--- src/hdl/rgbhsv_pkg.sv ---
package rgbhsv_pkg;

  // Channel and packing widths.
  localparam int unsigned ChanW  = 8;
  localparam int unsigned TdataW = 3 * ChanW;

  // Restoring divider: one quotient bit per stage.
  localparam int unsigned QuotW  = 8;

  // Hue numerator is degrees * chroma * 17, and the divisor is 24 * chroma,
  // which together scale by 255 / 360.
  localparam int unsigned NumW    = 17;  // degrees * chroma, below 360 * 255
  localparam int unsigned HueRemW = 21;  // NumW value times 17
  localparam int unsigned HueDivW = 20;  // 24 * chroma, pre-shifted by 7
  localparam int unsigned SatRemW = 16;  // 255 * chroma
  localparam int unsigned SatDivW = 15;  // max, pre-shifted by 7

  // Which channel holds the maximum (blue wins ties over green over red).
  typedef enum logic [1:0] {
    SEC_RED   = 2'd0,
    SEC_GREEN = 2'd1,
    SEC_BLUE  = 2'd2
  } sector_e;

  // Payload carried through the divider stages.
  typedef struct packed {
    logic [HueRemW-1:0] hue_rem;
    logic [HueDivW-1:0] hue_div;
    logic [QuotW-1:0]   hue_q;
    logic [SatRemW-1:0] sat_rem;
    logic [SatDivW-1:0] sat_div;
    logic [QuotW-1:0]   sat_q;
    logic               hue_zero;
    logic               sat_zero;
    logic [ChanW-1:0]   val;
  } div_t;

endpackage

--- src/hdl/rgbhsv_div_stage.sv ---
module rgbhsv_div_stage
  import rgbhsv_pkg::*;
(
  input  logic clk_i,
  input  logic rst_ni,
  input  logic valid_i,
  output logic ready_o,
  input  div_t data_i,
  output logic valid_o,
  input  logic ready_i,
  output div_t data_o
);

  logic valid_q;
  div_t data_q;
  div_t data_d;
  logic hue_ge;
  logic sat_ge;

  // A stage takes a new beat when it is empty or its beat moves on.
  assign ready_o = !valid_q || ready_i;

  // One restoring step for each quotient: compare, subtract, shift divisor.
  always_comb begin
    data_d = data_i;
    hue_ge = data_i.hue_rem >= {1'b0, data_i.hue_div};
    sat_ge = data_i.sat_rem >= {1'b0, data_i.sat_div};
    if (hue_ge) begin
      data_d.hue_rem = data_i.hue_rem - {1'b0, data_i.hue_div};
    end
    if (sat_ge) begin
      data_d.sat_rem = data_i.sat_rem - {1'b0, data_i.sat_div};
    end
    data_d.hue_q   = {data_i.hue_q[QuotW-2:0], hue_ge};
    data_d.sat_q   = {data_i.sat_q[QuotW-2:0], sat_ge};
    data_d.hue_div = data_i.hue_div >> 1;
    data_d.sat_div = data_i.sat_div >> 1;
  end

  always_ff @(posedge clk_i or negedge rst_ni) begin
    if (!rst_ni) begin
      valid_q <= 1'b0;
    end else if (ready_o) begin
      valid_q <= valid_i;
    end
  end

  always_ff @(posedge clk_i) begin
    if (ready_o && valid_i) begin
      data_q <= data_d;
    end
  end

  assign valid_o = valid_q;
  assign data_o  = data_q;

endmodule

--- src/hdl/rgb_to_hsv_pixel.sv ---
// RGB to HSV pixel converter, 8 bits per channel.
// Input beats arrive on the s_axis group: tdata holds red, green and blue.
// Output beats leave on the m_axis group: tdata holds hue, saturation and
// value. Value is the largest channel, saturation is 255 * chroma / max and
// hue maps 360 degrees to 255; gray pixels get hue 0, black pixels get
// saturation 0.
// Every stage holds a valid bit and takes a beat when it is empty or its
// beat moves on, so the block accepts one pixel per clock cycle while the
// receiver keeps up, and bubbles close up while the receiver stalls.
// From accept to output valid a beat passes one stage for the max/min and
// sector, one for the degree numerator, one to set up the dividers and
// eight restoring divider stages, one quotient bit each, with hue and
// saturation divided side by side. The last divider stage is the output
// register.
// When the receiver holds m_axis_tready low, beats stay in place and
// nothing is lost or repeated; s_axis_tready drops only once every stage
// is full.
// Reset clears all valid bits; the pipeline is empty afterward and
// s_axis_tready is high.
module rgb_to_hsv_pixel
  import rgbhsv_pkg::*;
(
  input  logic              clk_i,
  input  logic              rst_ni,
  input  logic              s_axis_tvalid,
  output logic              s_axis_tready,
  input  logic [TdataW-1:0] s_axis_tdata,   // red [7:0], green [15:8], blue [23:16]
  output logic              m_axis_tvalid,
  input  logic              m_axis_tready,
  output logic [TdataW-1:0] m_axis_tdata    // hue_out [7:0], sat_out [15:8], val_out [23:16]
);

  logic [ChanW-1:0] red;
  logic [ChanW-1:0] green;
  logic [ChanW-1:0] blue;

  assign red   = s_axis_tdata[ChanW-1:0];
  assign green = s_axis_tdata[2*ChanW-1:ChanW];
  assign blue  = s_axis_tdata[3*ChanW-1:2*ChanW];

  // Stage 1: max, min, sector and signed channel difference.
  logic              v1_q;
  logic              rdy1;
  logic [ChanW-1:0]  mx1_q;
  logic [ChanW-1:0]  c1_q;
  sector_e           sec1_q;
  logic signed [8:0] diff1_q;
  logic [ChanW-1:0]  mx1_d;
  logic [ChanW-1:0]  mn1_d;
  sector_e           sec1_d;
  logic signed [8:0] diff1_d;

  // Stage 2: numerator in degrees times chroma.
  logic              v2_q;
  logic              rdy2;
  logic [ChanW-1:0]  mx2_q;
  logic [ChanW-1:0]  c2_q;
  logic [NumW-1:0]   num2_q;
  logic [15:0]       base_c;
  logic signed [17:0] diff_ext;
  logic signed [17:0] diff60;
  logic signed [17:0] num_s;
  logic signed [17:0] c360;
  logic signed [17:0] num_fix;

  // Stage 3: divider setup.
  logic              v3_q;
  logic              rdy3;
  div_t              d3_q;
  div_t              d3_d;

  always_comb begin
    mx1_d = red;
    if (green > mx1_d) begin
      mx1_d = green;
    end
    if (blue > mx1_d) begin
      mx1_d = blue;
    end
    mn1_d = red;
    if (green < mn1_d) begin
      mn1_d = green;
    end
    if (blue < mn1_d) begin
      mn1_d = blue;
    end
    // Blue wins ties over green, green over red.
    if (blue == mx1_d) begin
      sec1_d  = SEC_BLUE;
      diff1_d = $signed({1'b0, red}) - $signed({1'b0, green});
    end else if (green == mx1_d) begin
      sec1_d  = SEC_GREEN;
      diff1_d = $signed({1'b0, blue}) - $signed({1'b0, red});
    end else begin
      sec1_d  = SEC_RED;
      diff1_d = $signed({1'b0, green}) - $signed({1'b0, blue});
    end
  end

  assign rdy1          = !v1_q || rdy2;
  assign s_axis_tready = rdy1;

  always_ff @(posedge clk_i or negedge rst_ni) begin
    if (!rst_ni) begin
      v1_q <= 1'b0;
    end else if (rdy1) begin
      v1_q <= s_axis_tvalid;
    end
  end

  always_ff @(posedge clk_i) begin
    if (rdy1 && s_axis_tvalid) begin
      mx1_q   <= mx1_d;
      c1_q    <= mx1_d - mn1_d;
      sec1_q  <= sec1_d;
      diff1_q <= diff1_d;
    end
  end

  // Sector base times chroma plus 60 times the difference, wrapped positive.
  always_comb begin
    case (sec1_q)
      SEC_GREEN: base_c = 16'(c1_q) * 16'd120;
      SEC_BLUE:  base_c = 16'(c1_q) * 16'd240;
      default:   base_c = '0;
    endcase
    diff_ext = {{9{diff1_q[8]}}, diff1_q};
    diff60   = diff_ext * 18'sd60;
    num_s    = $signed({2'b00, base_c}) + diff60;
    c360     = $signed(18'(c1_q) * 18'd360);
    num_fix  = (num_s < 0) ? (num_s + c360) : num_s;
    if (num_fix < 0) begin
      num_fix = '0;
    end
  end

  assign rdy2 = !v2_q || rdy3;

  always_ff @(posedge clk_i or negedge rst_ni) begin
    if (!rst_ni) begin
      v2_q <= 1'b0;
    end else if (rdy2) begin
      v2_q <= v1_q;
    end
  end

  always_ff @(posedge clk_i) begin
    if (rdy2 && v1_q) begin
      mx2_q  <= mx1_q;
      c2_q   <= c1_q;
      num2_q <= num_fix[NumW-1:0];
    end
  end

  // Dividend and pre-shifted divisor for both quotients.
  always_comb begin
    d3_d.hue_rem  = HueRemW'(num2_q) * 21'd17;
    d3_d.hue_div  = {13'(c2_q) * 13'd24, 7'b0};
    d3_d.hue_q    = '0;
    d3_d.sat_rem  = SatRemW'(c2_q) * 16'd255;
    d3_d.sat_div  = {mx2_q, 7'b0};
    d3_d.sat_q    = '0;
    d3_d.hue_zero = (c2_q == '0);
    d3_d.sat_zero = (mx2_q == '0);
    d3_d.val      = mx2_q;
  end

  logic [QuotW:0] dv;
  logic [QuotW:0] dr;
  div_t           dd [QuotW+1];

  assign rdy3 = !v3_q || dr[0];

  always_ff @(posedge clk_i or negedge rst_ni) begin
    if (!rst_ni) begin
      v3_q <= 1'b0;
    end else if (rdy3) begin
      v3_q <= v2_q;
    end
  end

  always_ff @(posedge clk_i) begin
    if (rdy3 && v2_q) begin
      d3_q <= d3_d;
    end
  end

  assign dv[0] = v3_q;
  assign dd[0] = d3_q;

  // Eight divider stages, one quotient bit each.
  for (genvar k = 0; k < QuotW; k++) begin : g_div
    rgbhsv_div_stage u_stage (
      .clk_i   (clk_i),
      .rst_ni  (rst_ni),
      .valid_i (dv[k]),
      .ready_o (dr[k]),
      .data_i  (dd[k]),
      .valid_o (dv[k+1]),
      .ready_i (dr[k+1]),
      .data_o  (dd[k+1])
    );
  end

  assign dr[QuotW] = m_axis_tready;

  // Output beat; gray and black pixels force zero quotients.
  assign m_axis_tvalid = dv[QuotW];
  assign m_axis_tdata  = {dd[QuotW].val,
                          dd[QuotW].sat_zero ? {QuotW{1'b0}} : dd[QuotW].sat_q,
                          dd[QuotW].hue_zero ? {QuotW{1'b0}} : dd[QuotW].hue_q};

endmodule
--- config.mk ---
export PLATFORM = sky130hd
export DESIGN_NAME = rgb_to_hsv_pixel
export DESIGN_NICKNAME = d
export VERILOG_FILES = /design/src/hdl/rgbhsv_pkg.sv /design/src/hdl/rgbhsv_div_stage.sv /design/src/hdl/rgb_to_hsv_pixel.sv
export SDC_FILE = /design/constraint.sdc
export NUM_CORES = 1
export LEC_CHECK = 0
export BUFFER_PORTS_ARGS = -buffer_cell sky130_fd_sc_hd__buf_4
export CORE_MARGIN = 2
export CORE_UTILIZATION = 65
export CTS_BUF_LIST = sky130_fd_sc_hd__clkbuf_2
export CTS_CLUSTER_DIAMETER = 200
export DETAILED_ROUTE_END_ITERATION = 16
export PLACE_DENSITY_LB_ADDON = 0.12
export SLEW_MARGIN = 0
export SYNTH_ARGS = -nofsm -noshare
export SYNTH_HDL_FRONTEND = slang
export SYNTH_SLANG_ARGS = --single-unit
--- constraint.sdc ---
create_clock -name clk_i -period 6.51 [get_ports clk_i]
set_input_delay 0.9765 -clock clk_i [delete_from_list [all_inputs] [get_ports clk_i]]
set_output_delay 0.9765 -clock clk_i [all_outputs]
set_load 0.005 [all_outputs]
==> results by stage <==
Outcome:
- The flow ran to the end, and the final reports show no timing, DRC or antenna violations.

Synthesis:
- The largest family of logic cells by synthesized area is adder cells.
- The number of enable flip-flop cells after synthesis is roughly 570.
- The mux cell area share after synthesis is under 10%.
- In the synthesized netlist the dominant register cell turns out to be edfxtp_1.
- Summing the areas of all and, or, nand and nor instances in the mapped netlist gives approximately 10% of the synthesized area.
- The most instantiated library cell after synthesis is edfxtp_1.
- The synthesized area divided by synthesized cell count is ~11 µm².
- Summing the areas of all xor and xnor instances in the mapped netlist gives about 5.7% of the synthesized area.
- The number of storage elements in the synthesis netlist is between 500 and 600.
- In the post-synthesis netlist, the biggest area contributors are edfxtp_1, ha_1, fa_1.
- In this run the biggest area consumer among cell types represents 48.0% of the synthesized area.
- The share of synthesized cell area in full adder, half adder and majority cells is about 17%.
- Summing the areas of all compound-gate instances in the mapped netlist gives around 11% of the synthesized area.
- The number of different library cells used by synthesis comes to 83.
- The cell type with the highest aggregate area in the netlist is edfxtp_1.
- Of the synthesized area, sequential elements account for around half.
- By count the netlist is led by edfxtp_1, inv_1, ha_1.
- Synthesis produced a netlist whose cell count is between 3,000 and 4,000.
- The synthesis warning total is 0.
- The share of async-settable or async-resettable flops after synthesis is under 10%.
- The number of nets produced by synthesis is 3,565.
- The post-synthesis instance area is approximately 35,000 µm².

Setup path:
- At the worst endpoint, the arrival time is ~7.2 ns.
- In this design, the stage delay of the slowest critical-path cell is 0.51 ns.
- The startpoint of the most critical setup path is c1_q[3].
- The cell at the slowest stage of the critical path is fa_1.
- The launch instance of the worst register-to-register path is c1_q[3].
- The worst setup path is of the reg2reg kind.
- The type of origin of the critical path is a flop.
- The signal on the critical path passes through inv_1 -> fa_1 -> fa_1 -> inv_1 -> ha_1 -> a21o_1 -> a21oi_1 -> xnor2_1 -> a22oi_1 -> nor2_1 -> ha_1 -> or2_2 -> a311oi_4 -> o21bai_1 -> xor2_1 -> ha_1 -> a21o_1 -> a21oi_1 -> o211ai_1 -> o211ai_1 -> o21bai_1 -> a21o_4 -> and3b_1 -> a21o_1.
- The critical path data required time is approximately 7.5 ns.
- Among cell families on the critical path, the largest total delay comes from compound AO/OA/AOI/OAI gates.
- In this run the worst path has a maximum fanout of 14.
- The worst setup path is captured at a flop.
- The buffering stage count on the worst path with inverters included is 2.

Cells and area:
- The net total in the final layout is approximately 3,800.
- The layout overhead on the synthesized area is 8.13%.
- In the final layout, the share of cells above drive strength 1 is about an eighth.
- The count of fill cells added during filler insertion is between 3,000 and 4,000.
- For this run, the share of the core covered by cells in the final layout is 71.1%.

Timing:
- The worst path in the final design needs a cycle of a little over 6 ns, including I/O delays and setup.
- In the finished design, the share of the clock period the worst path needs comes to between 90% and 100%.
- Based on the critical path, the design can be clocked at up to about 160 MHz.
- At the pin with the least slew margin, the transition time is ~0.84 ns.
- The worst slew margin relative to its limit is between 40% and 50%.
- The final setup skew is 0.0975 ns.
- The count of final max-slew check failures is 0.
- The final hold violation count came to 0.
- The final setup violation count is 0.

Detailed routing:
- The routed layout has 23,200 vias.
- The detail route stage leaves a number of antenna-violating nets equal to 0.
- The count of routing violations after the opening detailed-route iteration is ~1,100.
- The post-route DRC violation count is 0.
- Using the TritonRoute via totals, the vias-per-cell ratio works out to ~5.7.
- The first TritonRoute pass finished after 5 iterations.
- The wire length per cell after detailed routing is 16.4 µm.
- For this block, the routed nets add up to between 60 and 70 mm of wire.

Floorplanning:
- The total area inside the core boundary comes to 53,800 µm².
- The floorplan has 85 rows.
- In this run the horizontal extent of the chip is 237 µm.
- In this run the vertical extent of the chip is between 200 and 250 µm.
- 54 I/O pins were placed.
- The starting density of the core is about 66%.
- The die covers 56,300 µm².

GRT:
- The overall routing resource usage is between 20 and 25%.
- The sum of overflow across all layers after global routing is 0.
- The layer flagged by global routing as most heavily used is met2.
- Entering global routing, the biggest net connects 69 pins.
- The number of antenna violations at the first check in global routing is 2.
- Global routing consumed, on the met3 layer, about 4.7% of the routing resources.
- The met2 track utilization from global routing is between 40% and 50%.
- The first global-routing pass estimated 112 mm of wire.
- In the global route stage, met1 resource usage came out at 25.7%.
- The via count of the first global-routing pass is between 20,000 and 25,000.

Clocking:
- The later pin in the worst-skew pair is clocked with a latency of 1.21 ns.
- The CTS tree is done.
- The clock edge transition at the registers on the reported setup and hold paths is approximately 0.1 ns.
- In this run the clock root is driven by a clkbuf_2.
- The H-tree generated during clock tree synthesis spans 4 levels.
- The clock passes through at most 3 buffers.
- The sink count of the clock tree is 576.
- Clock tree synthesis inserted a total of 144 buffers.

Placement:
- Buffers placed on the I/O ports in this run total 53.
- The final RePlAce weighted congestion is about 0.93.
- The half-perimeter wire length after placement is 51.8 mm.

Hold path:
- The critical hold path startpoint is s_axis_tdata[17].
- The class of the tightest hold or removal check is in2reg.

Flow run:
- Across the run, the number of max-cap violations was 0.
[per-stage QoR]
stage	cells	hold WS, ns	cell area [µm²]	worst slack (ns)	TNS [ns]
after floorplan	3102	0.400	35400	0.671	0
after global placement	3837	0.401	36700	0.228	0
after detailed placement	3837	0.405	36700	-0.0200	-0.0200
after CTS	4091	0.0816	38100	0.0258	0
after global routing	4098	0.116	38300	-0.0448	-0.0886
final	4098	0.293	38300	0.307	0
[cell families after synthesis]
group	after synthesis
DFF	576
buffers and inverters	451
muxes	77
and+or+nand+nor	734
AOI/OAI and AO/OA	600
xor gates and xnor gates	229
adders and majority gates	435
[area by class of cell]
type	count	area, µm²	share of cell area [%]
clock buffers	198	991	2.59
multi-input cells	2075	16600	43.3
inverters	408	1530	4.00
repair buffers	92	706	1.84
diodes	3	7.51	0.0196
well taps	696	871	2.28
clock inverters	50	342	0.893
flip-flops and latches	576	17200	45.1
[layout by cell type, fill, tap and decap left out, drive strengths merged, types with 9 or more instances in the layout]
| master | n |
|---|---|
| nor4b | 9 |
| nor2 | 213 |
| o21ai | 153 |
| edfxtp | 565 |
| a21oi | 175 |
| buf | 86 |
| o211ai | 12 |
| nand3 | 31 |
| or2 | 10 |
| o21a | 32 |
| a21boi | 36 |
| nor4 | 20 |
| dfrtp | 11 |
| fa | 88 |
| a21o | 66 |
| nand2 | 185 |
| o21bai | 23 |
| xor2 | 82 |
| a22oi | 12 |
| clkbuf | 198 |
| o31ai | 16 |
| nand4 | 27 |
| a211oi | 11 |
| ha | 347 |
| clkinv | 40 |
| and2 | 12 |
| or4 | 12 |
| nor3 | 43 |
| nor2b | 80 |
| mux2i | 35 |
| xnor2 | 147 |
| inv | 409 |
| mux2 | 41 |
| or3 | 18 |
| nand2b | 42 |
| and3 | 9 |
[state kept, by name, indices dropped and copies added, names as in the netlist, 9 cells and up]
signal,flops
g_div.u_stage.data_o,454
num2_q,15
diff1_q,9
d3_q,53
[routing by layer]
layer	vias up	wire (µm)
met5	-	0
met4	0	2910
met3	194	2300
met2	498	36300
met1	11000	25700
li1	11500	-
[timing repair]
action                                 4_1_cts  5_1_grt
endpoints found under the hold margin       16        0
setup buffers                                0        4
hold buffers                                 6        0
resized for setup                            1       25
setup endpoints to repair                    1       15
pin swaps                                    0        5
[worst paths after layout]
check                      slack [ns]                          end  cells past startpoint
min in group asynchronous        0.72                         v1_q                      3
max in group asynchronous        4.73     g_div[0].u_stage.valid_o                      4
hold / removal                   0.29                     mx1_q[1]                      2
setup / recovery                 0.31                   num2_q[14]                     24
setup reg to reg                 0.31                   num2_q[14]                     24
hold reg to reg                  0.36  g_div[3].u_stage.data_o[50]                      0
Power is left out: the tool's default activity adds up to more than one toggle a clock period on the data nets, which glitch-free logic cannot reach.
